File: src/design/wcpb_pkg.sv
`default_nettype none

package wcpb_pkg;

  localparam int unsigned QUEUE_DEPTH = 2;
  localparam int unsigned MAX_WORDS   = 8;
  localparam int unsigned LED_W       = 7;

  typedef logic [4:0] word_t;

  localparam word_t W_NONE        = 5'd0;
  localparam word_t W_EINS        = 5'd1;
  localparam word_t W_ZWOELF      = 5'd12;
  localparam word_t W_EIN         = 5'd13;
  localparam word_t W_ZWANZIG     = 5'd14;
  localparam word_t W_VOR         = 5'd15;
  localparam word_t W_NACH        = 5'd16;
  localparam word_t W_UM          = 5'd17;
  localparam word_t W_VIERTEL     = 5'd18;
  localparam word_t W_HALB        = 5'd19;
  localparam word_t W_DREIVIERTEL = 5'd20;
  localparam word_t W_FUENF_M     = 5'd21;
  localparam word_t W_ZEHN_M      = 5'd22;
  localparam word_t W_ES          = 5'd23;
  localparam word_t W_IST         = 5'd24;
  localparam word_t W_ETWA        = 5'd25;
  localparam word_t W_GENAU       = 5'd26;
  localparam word_t W_UHR         = 5'd27;

  typedef enum logic [1:0] {
    CFG_DIALECT   = 2'd0,
    CFG_PRECISION = 2'd1,
    CFG_TRAILER   = 2'd2
  } cfg_idx_e;

  localparam logic [1:0] PREC_GENAU = 2'b01;
  localparam logic [1:0] PREC_ETWA  = 2'b10;

  typedef struct packed {
    word_t [MAX_WORDS-1:0] words;
    logic [$clog2(MAX_WORDS)-1:0] last_idx;
  } phrase_t;

  typedef struct packed {
    logic full;
    logic empty;
  } q_stat_t;

  typedef struct packed {
    word_t w0;
    word_t w1;
    word_t w2;
    logic  next_hour;
  } slot_row_t;

  typedef struct packed {
    logic [LED_W-1:0] first_led;
    logic [LED_W-1:0] final_led;
  } led_span_t;

  function automatic slot_row_t slot_row(input logic dialect, input logic [3:0] slot);
    slot_row_t r;
    r = '{W_NONE, W_NONE, W_NONE, 1'b0};
    case ({dialect, slot})
      5'h00: r = '{W_NONE,    W_NONE, W_UM,          1'b0};
      5'h01: r = '{W_FUENF_M, W_NACH, W_NONE,        1'b0};
      5'h02: r = '{W_ZEHN_M,  W_NACH, W_NONE,        1'b0};
      5'h03: r = '{W_NONE,    W_NONE, W_VIERTEL,     1'b1};
      5'h04: r = '{W_ZEHN_M,  W_VOR,  W_HALB,        1'b1};
      5'h05: r = '{W_FUENF_M, W_VOR,  W_HALB,        1'b1};
      5'h06: r = '{W_NONE,    W_NONE, W_HALB,        1'b1};
      5'h07: r = '{W_FUENF_M, W_NACH, W_HALB,        1'b1};
      5'h08: r = '{W_ZEHN_M,  W_NACH, W_HALB,        1'b1};
      5'h09: r = '{W_NONE,    W_NONE, W_DREIVIERTEL, 1'b1};
      5'h0a: r = '{W_ZEHN_M,  W_VOR,  W_NONE,        1'b1};
      5'h0b: r = '{W_FUENF_M, W_VOR,  W_NONE,        1'b1};
      5'h10: r = '{W_NONE,    W_NONE, W_UM,          1'b0};
      5'h11: r = '{W_FUENF_M, W_NACH, W_NONE,        1'b0};
      5'h12: r = '{W_ZEHN_M,  W_NACH, W_NONE,        1'b0};
      5'h13: r = '{W_VIERTEL, W_NACH, W_NONE,        1'b0};
      5'h14: r = '{W_ZWANZIG, W_NACH, W_NONE,        1'b0};
      5'h15: r = '{W_FUENF_M, W_VOR,  W_HALB,        1'b1};
      5'h16: r = '{W_NONE,    W_NONE, W_HALB,        1'b1};
      5'h17: r = '{W_FUENF_M, W_NACH, W_HALB,        1'b1};
      5'h18: r = '{W_ZWANZIG, W_VOR,  W_NONE,        1'b1};
      5'h19: r = '{W_VIERTEL, W_VOR,  W_NONE,        1'b1};
      5'h1a: r = '{W_ZEHN_M,  W_VOR,  W_NONE,        1'b1};
      5'h1b: r = '{W_FUENF_M, W_VOR,  W_NONE,        1'b1};
      default: r = '{W_NONE, W_NONE, W_NONE, 1'b0};
    endcase
    return r;
  endfunction

  function automatic led_span_t led_span(input word_t w);
    led_span_t s;
    s = '{7'd0, 7'd0};
    case (w)
      W_EINS:        s = '{7'd46,  7'd49};
      5'd2:          s = '{7'd44,  7'd47};
      5'd3:          s = '{7'd39,  7'd42};
      5'd4:          s = '{7'd29,  7'd32};
      5'd5:          s = '{7'd33,  7'd36};
      5'd6:          s = '{7'd1,   7'd5};
      5'd7:          s = '{7'd49,  7'd54};
      5'd8:          s = '{7'd17,  7'd20};
      5'd9:          s = '{7'd25,  7'd28};
      5'd10:         s = '{7'd13,  7'd16};
      5'd11:         s = '{7'd22,  7'd24};
      W_ZWOELF:      s = '{7'd56,  7'd60};
      W_EIN:         s = '{7'd46,  7'd48};
      W_ZWANZIG:     s = '{7'd92,  7'd98};
      W_VOR:         s = '{7'd72,  7'd74};
      W_NACH:        s = '{7'd68,  7'd71};
      W_UM:          s = '{7'd75,  7'd76};
      W_VIERTEL:     s = '{7'd77,  7'd83};
      W_HALB:        s = '{7'd62,  7'd65};
      W_DREIVIERTEL: s = '{7'd77,  7'd87};
      W_FUENF_M:     s = '{7'd99,  7'd102};
      W_ZEHN_M:      s = '{7'd88,  7'd91};
      W_ES:          s = '{7'd110, 7'd111};
      W_IST:         s = '{7'd113, 7'd115};
      W_ETWA:        s = '{7'd117, 7'd120};
      W_GENAU:       s = '{7'd104, 7'd108};
      W_UHR:         s = '{7'd8,   7'd10};
      default:       s = '{7'd0, 7'd0};
    endcase
    return s;
  endfunction

endpackage

`default_nettype wire

File: src/design/wcpb_front.sv
`default_nettype none

module wcpb_front import wcpb_pkg::*; (
  input  wire logic       clk_i,
  input  wire logic       rst_ni,
  input  wire logic       cfg_we_i,
  input  wire logic [1:0] cfg_index_i,
  input  wire logic [1:0] cfg_wdata_i,
  input  wire logic       in_valid_i,
  input  wire logic [4:0] hours_i,
  input  wire logic [5:0] minutes_i,
  input  wire logic [5:0] seconds_i,
  input  wire q_stat_t    q_stat_i,
  output logic            push_o,
  output phrase_t         phrase_o
);

  logic       dialect_q;
  logic [1:0] prec_q;
  logic       trailer_q;

  always_ff @(posedge clk_i or negedge rst_ni) begin
    if (!rst_ni) begin
      dialect_q <= 1'b0;
      prec_q    <= 2'b00;
      trailer_q <= 1'b0;
    end else if (cfg_we_i) begin
      case (cfg_index_i)
        CFG_DIALECT:   dialect_q <= cfg_wdata_i[0];
        CFG_PRECISION: prec_q    <= cfg_wdata_i;
        CFG_TRAILER:   trailer_q <= cfg_wdata_i[0];
        default: ;
      endcase
    end
  end

  assign push_o = in_valid_i && !q_stat_i.full;

  // round forward 150 s: carry is 2 min, or 3 min from second 30 on
  logic [6:0]  min_sum;
  logic        hr_carry;
  logic [5:0]  mm;
  logic [5:0]  hr_sum;
  logic [4:0]  mh;
  logic [9:0]  mm_x13;
  logic [3:0]  slot;
  logic [9:0]  raw_x13;
  logic [3:0]  raw_q5;
  logic [5:0]  raw_q5x5;
  logic        exact;
  slot_row_t   row;
  logic [4:0]  hv;
  logic [3:0]  h12;
  logic [3:0]  hour;

  always_comb begin
    min_sum  = {1'b0, minutes_i} + ((seconds_i >= 6'd30) ? 7'd3 : 7'd2);
    hr_carry = (min_sum >= 7'd60);
    mm       = hr_carry ? 6'(min_sum - 7'd60) : min_sum[5:0];
    hr_sum   = {1'b0, hours_i} + {5'd0, hr_carry};
    mh       = (hr_sum >= 6'd24) ? 5'(hr_sum - 6'd24) : hr_sum[4:0];
    mm_x13   = {4'd0, mm} * 10'd13;
    slot     = mm_x13[9:6];
    raw_x13  = {4'd0, minutes_i} * 10'd13;
    raw_q5   = raw_x13[9:6];
    raw_q5x5 = {2'b00, raw_q5} * 6'd5;
    exact    = (raw_q5x5 == minutes_i);
    row      = slot_row(dialect_q, slot);
    hv       = mh + {4'd0, row.next_hour};
    if (hv >= 5'd24) begin
      h12 = 4'(hv - 5'd24);
    end else if (hv >= 5'd12) begin
      h12 = 4'(hv - 5'd12);
    end else begin
      h12 = hv[3:0];
    end
    hour = (h12 == 4'd0) ? 4'd12 : h12;
  end

  logic [3:0] n;
  word_t [MAX_WORDS-1:0] words;

  always_comb begin
    words = '0;
    n     = 4'd0;
    words[n[2:0]] = W_ES;
    n = n + 4'd1;
    words[n[2:0]] = W_IST;
    n = n + 4'd1;
    if (!exact && (prec_q & PREC_ETWA) != 2'b00) begin
      words[n[2:0]] = W_ETWA;
      n = n + 4'd1;
    end else if (exact && (prec_q & PREC_GENAU) != 2'b00) begin
      words[n[2:0]] = W_GENAU;
      n = n + 4'd1;
    end
    if (row.w0 != W_NONE) begin
      words[n[2:0]] = row.w0;
      n = n + 4'd1;
    end
    if (row.w1 != W_NONE) begin
      words[n[2:0]] = row.w1;
      n = n + 4'd1;
    end
    if (row.w2 != W_NONE) begin
      words[n[2:0]] = row.w2;
      n = n + 4'd1;
    end
    if (hour == 4'd1) begin
      words[n[2:0]] = trailer_q ? W_EIN : W_EINS;
    end else begin
      words[n[2:0]] = {1'b0, hour};
    end
    if (trailer_q) begin
      n = n + 4'd1;
      words[n[2:0]] = W_UHR;
    end
    phrase_o.words    = words;
    phrase_o.last_idx = n[2:0];
  end

endmodule

`default_nettype wire

File: src/design/wcpb_queue.sv
`default_nettype none

module wcpb_queue import wcpb_pkg::*; #(
  parameter int unsigned Depth = QUEUE_DEPTH
) (
  input  wire logic    clk_i,
  input  wire logic    rst_ni,
  input  wire logic    push_i,
  input  wire phrase_t push_data_i,
  input  wire logic    pop_i,
  output phrase_t      head_o,
  output q_stat_t      stat_o
);

  localparam int unsigned CntW = $clog2(Depth + 1);

  phrase_t [Depth-1:0] ent_q;
  phrase_t [Depth-1:0] ent_d;
  logic [CntW-1:0]     cnt_q;
  logic [CntW-1:0]     cnt_d;
  logic [CntW-1:0]     wr_idx;
  logic                push;
  logic                pop;

  assign stat_o.full  = (cnt_q == CntW'(Depth));
  assign stat_o.empty = (cnt_q == '0);
  assign head_o       = ent_q[0];

  assign push   = push_i && !stat_o.full;
  assign pop    = pop_i && !stat_o.empty;
  assign wr_idx = pop ? cnt_q - CntW'(1) : cnt_q;
  assign cnt_d  = cnt_q + CntW'(push) - CntW'(pop);

  // head stays at slot 0; a pop shifts the rest down
  always_comb begin
    for (int i = 0; i < int'(Depth); i++) begin
      ent_d[i] = ent_q[i];
    end
    if (pop) begin
      for (int i = 0; i < int'(Depth) - 1; i++) begin
        ent_d[i] = ent_q[i+1];
      end
    end
    if (push) begin
      for (int i = 0; i < int'(Depth); i++) begin
        if (CntW'(i) == wr_idx) begin
          ent_d[i] = push_data_i;
        end
      end
    end
  end

  always_ff @(posedge clk_i or negedge rst_ni) begin
    if (!rst_ni) begin
      cnt_q <= '0;
    end else begin
      cnt_q <= cnt_d;
    end
  end

  always_ff @(posedge clk_i) begin
    ent_q <= ent_d;
  end

endmodule

`default_nettype wire

File: src/design/wcpb_back.sv
`default_nettype none

module wcpb_back import wcpb_pkg::*; (
  input  wire logic       clk_i,
  input  wire logic       rst_ni,
  input  wire phrase_t    head_i,
  input  wire q_stat_t    q_stat_i,
  output logic            pop_o,
  output logic            out_valid_o,
  input  wire logic       out_stall_i,
  output logic [4:0]      word_code_o,
  output logic [6:0]      first_led_o,
  output logic [6:0]      final_led_o,
  output logic            last_word_o
);

  localparam int unsigned IdxW = $clog2(MAX_WORDS);

  logic [IdxW-1:0] idx_q;
  logic            out_valid_q;
  word_t           code_q;
  logic [6:0]      first_q;
  logic [6:0]      final_q;
  logic            last_q;

  logic      fire;
  logic      is_last;
  word_t     cur;
  led_span_t span;

  assign fire    = !q_stat_i.empty && (!out_valid_q || !out_stall_i);
  assign is_last = (idx_q == head_i.last_idx);
  assign cur     = head_i.words[idx_q];
  assign span    = led_span(cur);
  assign pop_o   = fire && is_last;

  always_ff @(posedge clk_i or negedge rst_ni) begin
    if (!rst_ni) begin
      out_valid_q <= 1'b0;
      idx_q       <= '0;
    end else begin
      if (fire) begin
        out_valid_q <= 1'b1;
        idx_q       <= is_last ? '0 : idx_q + IdxW'(1);
      end else if (!out_stall_i) begin
        out_valid_q <= 1'b0;
      end
    end
  end

  always_ff @(posedge clk_i) begin
    if (fire) begin
      code_q  <= cur;
      first_q <= span.first_led;
      final_q <= span.final_led;
      last_q  <= is_last;
    end
  end

  assign out_valid_o = out_valid_q;
  assign word_code_o = code_q;
  assign first_led_o = first_q;
  assign final_led_o = final_q;
  assign last_word_o = last_q;

endmodule

`default_nettype wire

File: src/design/word_clock_phrase_builder.sv
// Word clock phrase builder: each accepted time beat (hours, minutes, seconds) is
// rounded ahead by 150 s and turned into 4 to 8 word beats (ES IST [ETWA|GENAU]
// minute words, hour word [UHR]) with their LED ranges; last_word_o marks the end.
// The front classifies a time in the cycle it is accepted and writes the whole
// phrase into a QueueDepth-entry queue; while the queue holds a phrase and
// out_stall_i does not hold the output, the back reads one word per cycle from
// the queue head into the output register. in_stall_o is high only while the
// queue is full. Configuration writes must be made while no phrase is pending.
`default_nettype none

module word_clock_phrase_builder import wcpb_pkg::*; #(
  parameter int unsigned QueueDepth = QUEUE_DEPTH
) (
  input  wire logic       clk_i,
  input  wire logic       rst_ni,
  input  wire logic       cfg_we_i,
  input  wire logic [1:0] cfg_index_i,
  input  wire logic [1:0] cfg_wdata_i,
  input  wire logic       in_valid_i,
  output logic            in_stall_o,
  input  wire logic [4:0] hours_i,
  input  wire logic [5:0] minutes_i,
  input  wire logic [5:0] seconds_i,
  output logic            out_valid_o,
  input  wire logic       out_stall_i,
  output logic [4:0]      word_code_o,
  output logic [6:0]      first_led_o,
  output logic [6:0]      final_led_o,
  output logic            last_word_o
);

  q_stat_t q_stat;
  phrase_t push_data;
  phrase_t head;
  logic    push;
  logic    pop;

  assign in_stall_o = q_stat.full;

  wcpb_front u_front (
    .clk_i       (clk_i),
    .rst_ni      (rst_ni),
    .cfg_we_i    (cfg_we_i),
    .cfg_index_i (cfg_index_i),
    .cfg_wdata_i (cfg_wdata_i),
    .in_valid_i  (in_valid_i),
    .hours_i     (hours_i),
    .minutes_i   (minutes_i),
    .seconds_i   (seconds_i),
    .q_stat_i    (q_stat),
    .push_o      (push),
    .phrase_o    (push_data)
  );

  wcpb_queue #(
    .Depth (QueueDepth)
  ) u_queue (
    .clk_i       (clk_i),
    .rst_ni      (rst_ni),
    .push_i      (push),
    .push_data_i (push_data),
    .pop_i       (pop),
    .head_o      (head),
    .stat_o      (q_stat)
  );

  wcpb_back u_back (
    .clk_i       (clk_i),
    .rst_ni      (rst_ni),
    .head_i      (head),
    .q_stat_i    (q_stat),
    .pop_o       (pop),
    .out_valid_o (out_valid_o),
    .out_stall_i (out_stall_i),
    .word_code_o (word_code_o),
    .first_led_o (first_led_o),
    .final_led_o (final_led_o),
    .last_word_o (last_word_o)
  );

  a_queue_status: assert property (@(posedge clk_i) disable iff (!rst_ni)
    !(q_stat.full && q_stat.empty))
    else $error("queue reports full and empty");

  a_led_order: assert property (@(posedge clk_i) disable iff (!rst_ni)
    out_valid_o |-> (final_led_o >= first_led_o) && (word_code_o != W_NONE))
    else $error("bad word beat");

  a_last_is_hour: assert property (@(posedge clk_i) disable iff (!rst_ni)
    out_valid_o && last_word_o |-> (word_code_o <= W_EIN) || (word_code_o == W_UHR))
    else $error("phrase ends on a non-hour word");

  a_pop_only_on_last: assert property (@(posedge clk_i) disable iff (!rst_ni)
    pop |=> out_valid_o && last_word_o)
    else $error("phrase retired without a last word");

endmodule

`default_nettype wire

File: config.mk
export PLATFORM = sky130hd
export DESIGN_NAME = word_clock_phrase_builder
export DESIGN_NICKNAME = d
export VERILOG_FILES = /design/src/design/wcpb_pkg.sv /design/src/design/wcpb_front.sv /design/src/design/wcpb_queue.sv /design/src/design/wcpb_back.sv /design/src/design/word_clock_phrase_builder.sv
export SDC_FILE = /design/constraint.sdc
export NUM_CORES = 1
export LEC_CHECK = 0
export ABC_AREA = 1
export BUFFER_PORTS_ARGS = -buffer_cell sky130_fd_sc_hd__buf_4
export CAP_MARGIN = 0
export CORE_MARGIN = 10
export CORE_UTILIZATION = 54
export CTS_CLUSTER_DIAMETER = 60
export DETAILED_ROUTE_END_ITERATION = 10
export PLACE_DENSITY = 0.79
export SETUP_SLACK_MARGIN = 0.05
export SKIP_LAST_GASP = 1
export SLEW_MARGIN = 20
export SYNTH_ARGS = -nofsm -noshare
export SYNTH_HDL_FRONTEND = slang
export SYNTH_SLANG_ARGS = --single-unit
File: constraint.sdc
create_clock -name clk_i -period 6.25 [get_ports clk_i]
set_clock_uncertainty 0.2 [all_clocks]
set_input_delay 1.5625 -clock clk_i [delete_from_list [all_inputs] [get_ports clk_i]]
set_output_delay 1.5625 -clock clk_i [all_outputs]
set_load 0.01 [all_outputs]
==> qor.yml, run 1 <==
outcome: "finished, violations left"
violations: "setup timing"
yosys_warnings: 0
min_path_cells: 2
arrival_ns: 8.18
grt_start_max_net_pins: 51
drv_slew: 0
ant_nets: 0
yosysUniqueCellTypes: 56
final_nets: 1571
critPathBufInv: 10
netlist_instances: 1228
drtPass1Iterations: 7
async_flop_share: 0.0862
tritoncts: "yes"
syn_avg_cell_area_um2: 7.25
relSlewSlack: 0.307
place_congestion: 0.987
synth-main-ff-cell: "edfxtp_1"
vias_per_cell: 5.77
path_delay_family: "simple AND/OR/NAND/NOR gates"
slowest_delay_ns: 0.35
antenna_found_initial: 0
start_kind: "primary input"
die_h_um: 148
setup_slack_ns: -1.83
rsz0062_at_grt: "true"
tightest_slew_ns: 1.03
path_clk_slew_ns: 0.05
overflow: 0
drc: 0
syn_area_um2: 8900
port_buffers: 46
rows: 46
vias: 9816
dpl.hpwl_um: 17900
cts_root_buf: "clkbuf_16"
fillCellCount: 956
grt_pass1_vias: 9381
chipWidth_um: 148
die_area_um2: 22000
core_um2: 16000
area.growth.synth_to_final_pct: 43.9
fmax_ghz: 0.124
path_class: "in -> reg"
cts.sinks: 116
wire_per_inst_um: 18.2
io_pins: 48
drive_gt1_frac: 0.361
synth-seq-area-share: 0.337
hold_violations: 0
cp.depth: 45
period_share: 1.29
end_kind: "flop"
routed_wl_um: 31000
antennaDiodeCount: 0
drt_iter0_drc: 954
insertion_delay_ns: 0.41
finalSetupViolCount: 86
cp_slowest_cell: "ha_1"
synth-edff-count: 63
hold_buffers: 0
post-route-util: 0.800
worst_path_most_repeated_cell: "ha_4"
syn_nets: 1325
cts.path.max_buffers: 2
crit_path_max_fanout: 8
grt_use_total: 0.253
initial_core_util: 0.556
htreeDepth: 4
cap_violations: 0
reg2reg_depth: 17
synth-seq-cells: 116
grt_pass1_wl_um: 45800
hold_class: "reg -> reg"
numCtsBuffers: 17
worstPathRequired_ns: 6.35
layout_min_cycle_time_ns: 8.08
## metal layers
layer  track usage  part of all wire  vias to the layer above
met3        0.0382             0.087                      192
met4         0.112             0.060                        0
met5             0                 0                        -
li1              -                 -                     4509
met2         0.461              0.50                      643
met1         0.283              0.35                     4472
## kinds of logic after synthesis
logic type | count (synthesis) | synth area share
simple gates | 680 | 0.351
buf+inv | 180 | 0.0801
flops | 116 | 0.337
fa+ha+maj | 71 | 0.104
compound gates | 151 | 0.0965
mux | 3 | 0.00366
xor+xnor | 27 | 0.0274
## final timing paths
check / start / endpoint / slack [ns]
max: seconds_i[4] / u_queue.head_o[5] / -1.83
max reg2reg: u_back.idx_q[0] / u_queue.head_o[25] / 2.03
min: u_back.out_valid_o / u_back.out_valid_o / 0.31
min in group asynchronous: rst_ni / u_queue.cnt_q[0] / 0.77
max in group asynchronous: rst_ni / u_back.idx_q[2] / 4.93
min reg2reg: u_back.out_valid_o / u_back.out_valid_o / 0.31
## synth_stat cells (all sizes together) (2+ instances only)
cell,count,share of area
nand2,436,0.20
inv,142,0.060
nand3,107,0.071
o21ai,99,0.059
nor2,96,0.050
ha,66,0.093
edfxtp,63,0.21
dfxtp,43,0.097
clkbuf,25,0.011
a21oi,24,0.013
xor2,21,0.021
nand4,19,0.014
dfrtp,10,0.028
nor3,10,0.0056
buf,9,0.0076
a31oi,6,0.0042
xnor2,6,0.0067
and3,5,0.0035
fa,5,0.011
o211ai,5,0.0042
clkinv,4,0.0018
o32ai,3,0.0030
or2,3,0.0021
a211oi,2,0.0017
mux2,2,0.0025
nor4,2,0.0014
o22ai,2,0.0014
o31ai,2,0.0017
## cells in the final DEF (no fill, tap or decap), types with 13 or more instances in the layout
cell type and count:
nand2_2 47, nand2_1 348, nand3_1 63, xor2_1 15, nand3_4 15, nor2_1 74, inv_1 118, a21oi_1 17
nand3_2 29, ha_4 13, buf_4 233, edfxtp_1 63, nor2_2 13, nand4_1 18, ha_1 48, buf_6 21
nand2_4 38, inv_2 18, dfxtp_1 43, clkbuf_16 18, o21ai_0 71
## state kept, by name, summed over array words and instances (netlist names), 2 cells and up
signal / flops
u_queue.cnt_q: 2
u_back.final_led_o: 7
u_back.idx_q: 3
u_queue.ent_q: 43
u_front.prec_q: 2
u_queue.head_o: 43
u_back.word_code_o: 5
u_back.first_led_o: 7
## final cells by class
cell class,count,area (um2),area share
multi-input combinational,932,6200,0.485
sequential,116,3000,0.235
timing repair buffer,261,2120,0.166
inverter,146,571,0.0446
clock buffer,22,485,0.0379
tap,216,270,0.0211
clock inverter,9,149,0.0116
## repair_timing
item                                    in CTS  in global routing
endpoints found under the setup margin      86                 86
pin swaps                                   81                 68
gates resized for setup                    133                 69
buffers inserted                            35                 32
cloned                                       0                  0
## metrics by stage
step           TNS, ns  hold slack (ns)  area (um2)  std cells  setup WS [ns]
4_1_cts        -114.87            0.297       12200       1670          -1.45
2_1_floorplan  -145.45            0.253        9180       1228          -1.89
6_report       -145.63            0.305       12800       1702          -1.83
3_3_place_gp   -151.83            0.276       10800       1605          -1.88
5_1_grt        -176.22            0.344       12800       1702          -2.20
3_5_place_dp   -176.50            0.286       10800       1605          -2.16
## tightest hold or removal path, cell delays in order (launching register included)
cell and delay [ns]:
dfrtp_1 0.34, nand2_1 0.07, nand2_1 0.06
Power of run 1 is left out: the tool's default activity adds up to more than one toggle a clock period on the data nets, which glitch-free logic cannot reach.
==> inputs of run 2 (changes only) <==
--- a/config.mk
+++ b/config.mk
@@ -6,13 +6,13 @@
 export NUM_CORES = 1
 export LEC_CHECK = 0
 export ABC_AREA = 1
-export BUFFER_PORTS_ARGS = -buffer_cell sky130_fd_sc_hd__buf_4
+export BUFFER_PORTS_ARGS = -buffer_cell sky130_fd_sc_hd__buf_2
 export CAP_MARGIN = 0
 export CORE_MARGIN = 10
 export CORE_UTILIZATION = 54
 export CTS_CLUSTER_DIAMETER = 60
 export DETAILED_ROUTE_END_ITERATION = 10
-export PLACE_DENSITY = 0.79
+export PLACE_DENSITY = 0.72
 export SETUP_SLACK_MARGIN = 0.05
 export SKIP_LAST_GASP = 1
 export SLEW_MARGIN = 20
==> qor.yml, run 2 (synthesized netlist as in run 1, its figures left out) <==
place_congestion: 0.964  # -2.4%
cp_slowest_cell: "fa_1"
tightest_slew_ns: 1.07  # +0.0345 ns
routed_wl_um: 28500  # -8.1%
grt_start_max_net_pins: 51  # unchanged
antennaDiodeCount: 0  # unchanged
regArea_um2: 3000  # unchanged
layout_min_cycle_time_ns: 7.96  # -0.119 ns
chipWidth_um: 148  # unchanged
cap_violations: 0  # unchanged
drive_gt1_frac: 0.368  # +0.00747
arrival_ns: 7.93  # -0.25 ns
wire_per_inst_um: 16.8  # -8.0%
rsz0062_at_grt: "true"
vias_per_cell: 5.52  # -4.2%
drt_iter0_drc: 919  # -3.7%
slowest_delay_ns: 0.52  # +0.17 ns
final_nets: 1567  # -0.25%
hold_class: "reg -> reg"
htreeDepth: 4  # unchanged
die_area_um2: 22000  # unchanged
worstPathRequired_ns: 6.22  # -0.13 ns
start_kind: "primary input"
violations: "setup timing"
antenna_found_initial: 0  # unchanged
initial_core_util: 0.556  # unchanged
dpl.hpwl_um: 17900  # about the same
grt_pass1_wl_um: 41700  # -8.9%
setup_slack_ns: -1.71  # +0.119 ns
grt_use_total: 0.228  # -0.0248
cts.sinks: 116  # unchanged
crit_path_max_fanout: 6  # -2
post-route-util: 0.791  # -0.00923
end_kind: "flop"
drtPass1Iterations: 8  # +1
relSlewSlack: 0.284  # -0.0228
tritoncts: "yes"
die_h_um: 148  # unchanged
drv_slew: 0  # unchanged
layout_common_cells: "343 x nand2_1, 180 x buf_4, 115 x inv_1"
vias: 9385  # -4.4%
core_um2: 16000  # unchanged
cts_root_buf: "clkbuf_16"
hold_violations: 0  # unchanged
multi_input_area_um2: 6220  # +0.28%
rows: 46  # unchanged
fmax_ghz: 0.126  # +1.5%
ant_nets: 0  # unchanged
period_share: 1.27  # -0.0190
finalSetupViolCount: 86  # unchanged
port_buffers: 46  # unchanged
fillCellCount: 1041  # +8.9%
tns_ns: -137.35  # +8.28 ns
path_clk_slew_ns: 0.05  # about the same
grt_pass1_vias: 8607  # -8.3%
drc: 0  # unchanged
path_class: "in -> reg"
io_pins: 48  # unchanged
layout_commonest_cell: "nand2_1"
insertion_delay_ns: 0.42  # about the same
worst_path_most_repeated_cell: "nand2_2"
overflow: 0  # unchanged
area.growth.synth_to_final_pct: 42.2
numCtsBuffers: 17  # unchanged
hold_buffers: 0  # unchanged
cts.path.max_buffers: 2  # unchanged
outcome: "finished, violations left"
run 2: per-stage QoR:
step	cell area [um2]	cells	hold slack (ns)	worst slack, ns
after floorplan	9180	1228	0.253	-1.89
after global placement	10700	1604	0.268	-2.02
after detailed placement	10700	1604	0.297	-2.16
after CTS	11900	1665	0.309	-1.42
after global routing	12700	1699	0.329	-1.97
final	12700	1699	0.303	-1.71
run 2: worst max-delay path, delay by kind of cell:
| kind | cells | cell delay [ns] |
|---|---|---|
| AOI/OAI and AO/OA | 5 | 0.55 |
| and+or+nand+nor | 24 | 2.44 |
| adders and majority gates | 10 | 2.58 |
| buffers and inverters | 11 | 0.78 |
run 2: path summary, 6_finish.rpt:
| check | from | end | slack, ns | cells after the start |
|---|---|---|---|---|
| min in group asynchronous | rst_ni | u_queue.cnt_q[1] | 0.82 | 1 |
| max reg2reg | u_back.idx_q[1] | u_queue.head_o[37] | 1.67 | 13 |
| min | u_back.out_valid_o | u_back.out_valid_o | 0.30 | 2 |
| max in group asynchronous | rst_ni | u_front.trailer_q | 4.79 | 1 |
| max | seconds_i[2] | u_queue.ent_q[83] | -1.71 | 50 |
| min reg2reg | u_back.out_valid_o | u_back.out_valid_o | 0.30 | 2 |
run 2: repair_timing:
item | CTS | global route
pin swaps | 87 | 81
gates resized for setup | 110 | 105
endpoints found under the setup margin | 86 | 86
setup buffers | 29 | 35
endpoints found under the hold margin | 0 | 0
run 2: metal layers:
| layer | GRT usage | wire (um) | vias to the layer above |
|---|---|---|---|
| met1 | 0.284 | 11600 | 4360 |
| met5 | 0 | 0 | - |
| met3 | 0.0394 | 1960 | 90 |
| li1 | - | - | 4495 |
| met4 | 0.0733 | 940 | 0 |
| met2 | 0.390 | 14000 | 440 |
run 2: area by class of cell:
cell class | count | share of cell area
Tap cell | 216 | 0.0214
Clock inverter | 15 | 0.0107
Multi-Input combinational cell | 932 | 0.492
Inverter | 146 | 0.0453
Timing Repair Buffer | 257 | 0.160
Sequential cell | 116 | 0.237
Clock buffer | 17 | 0.0336
Power of run 2 is left out for the same reason.
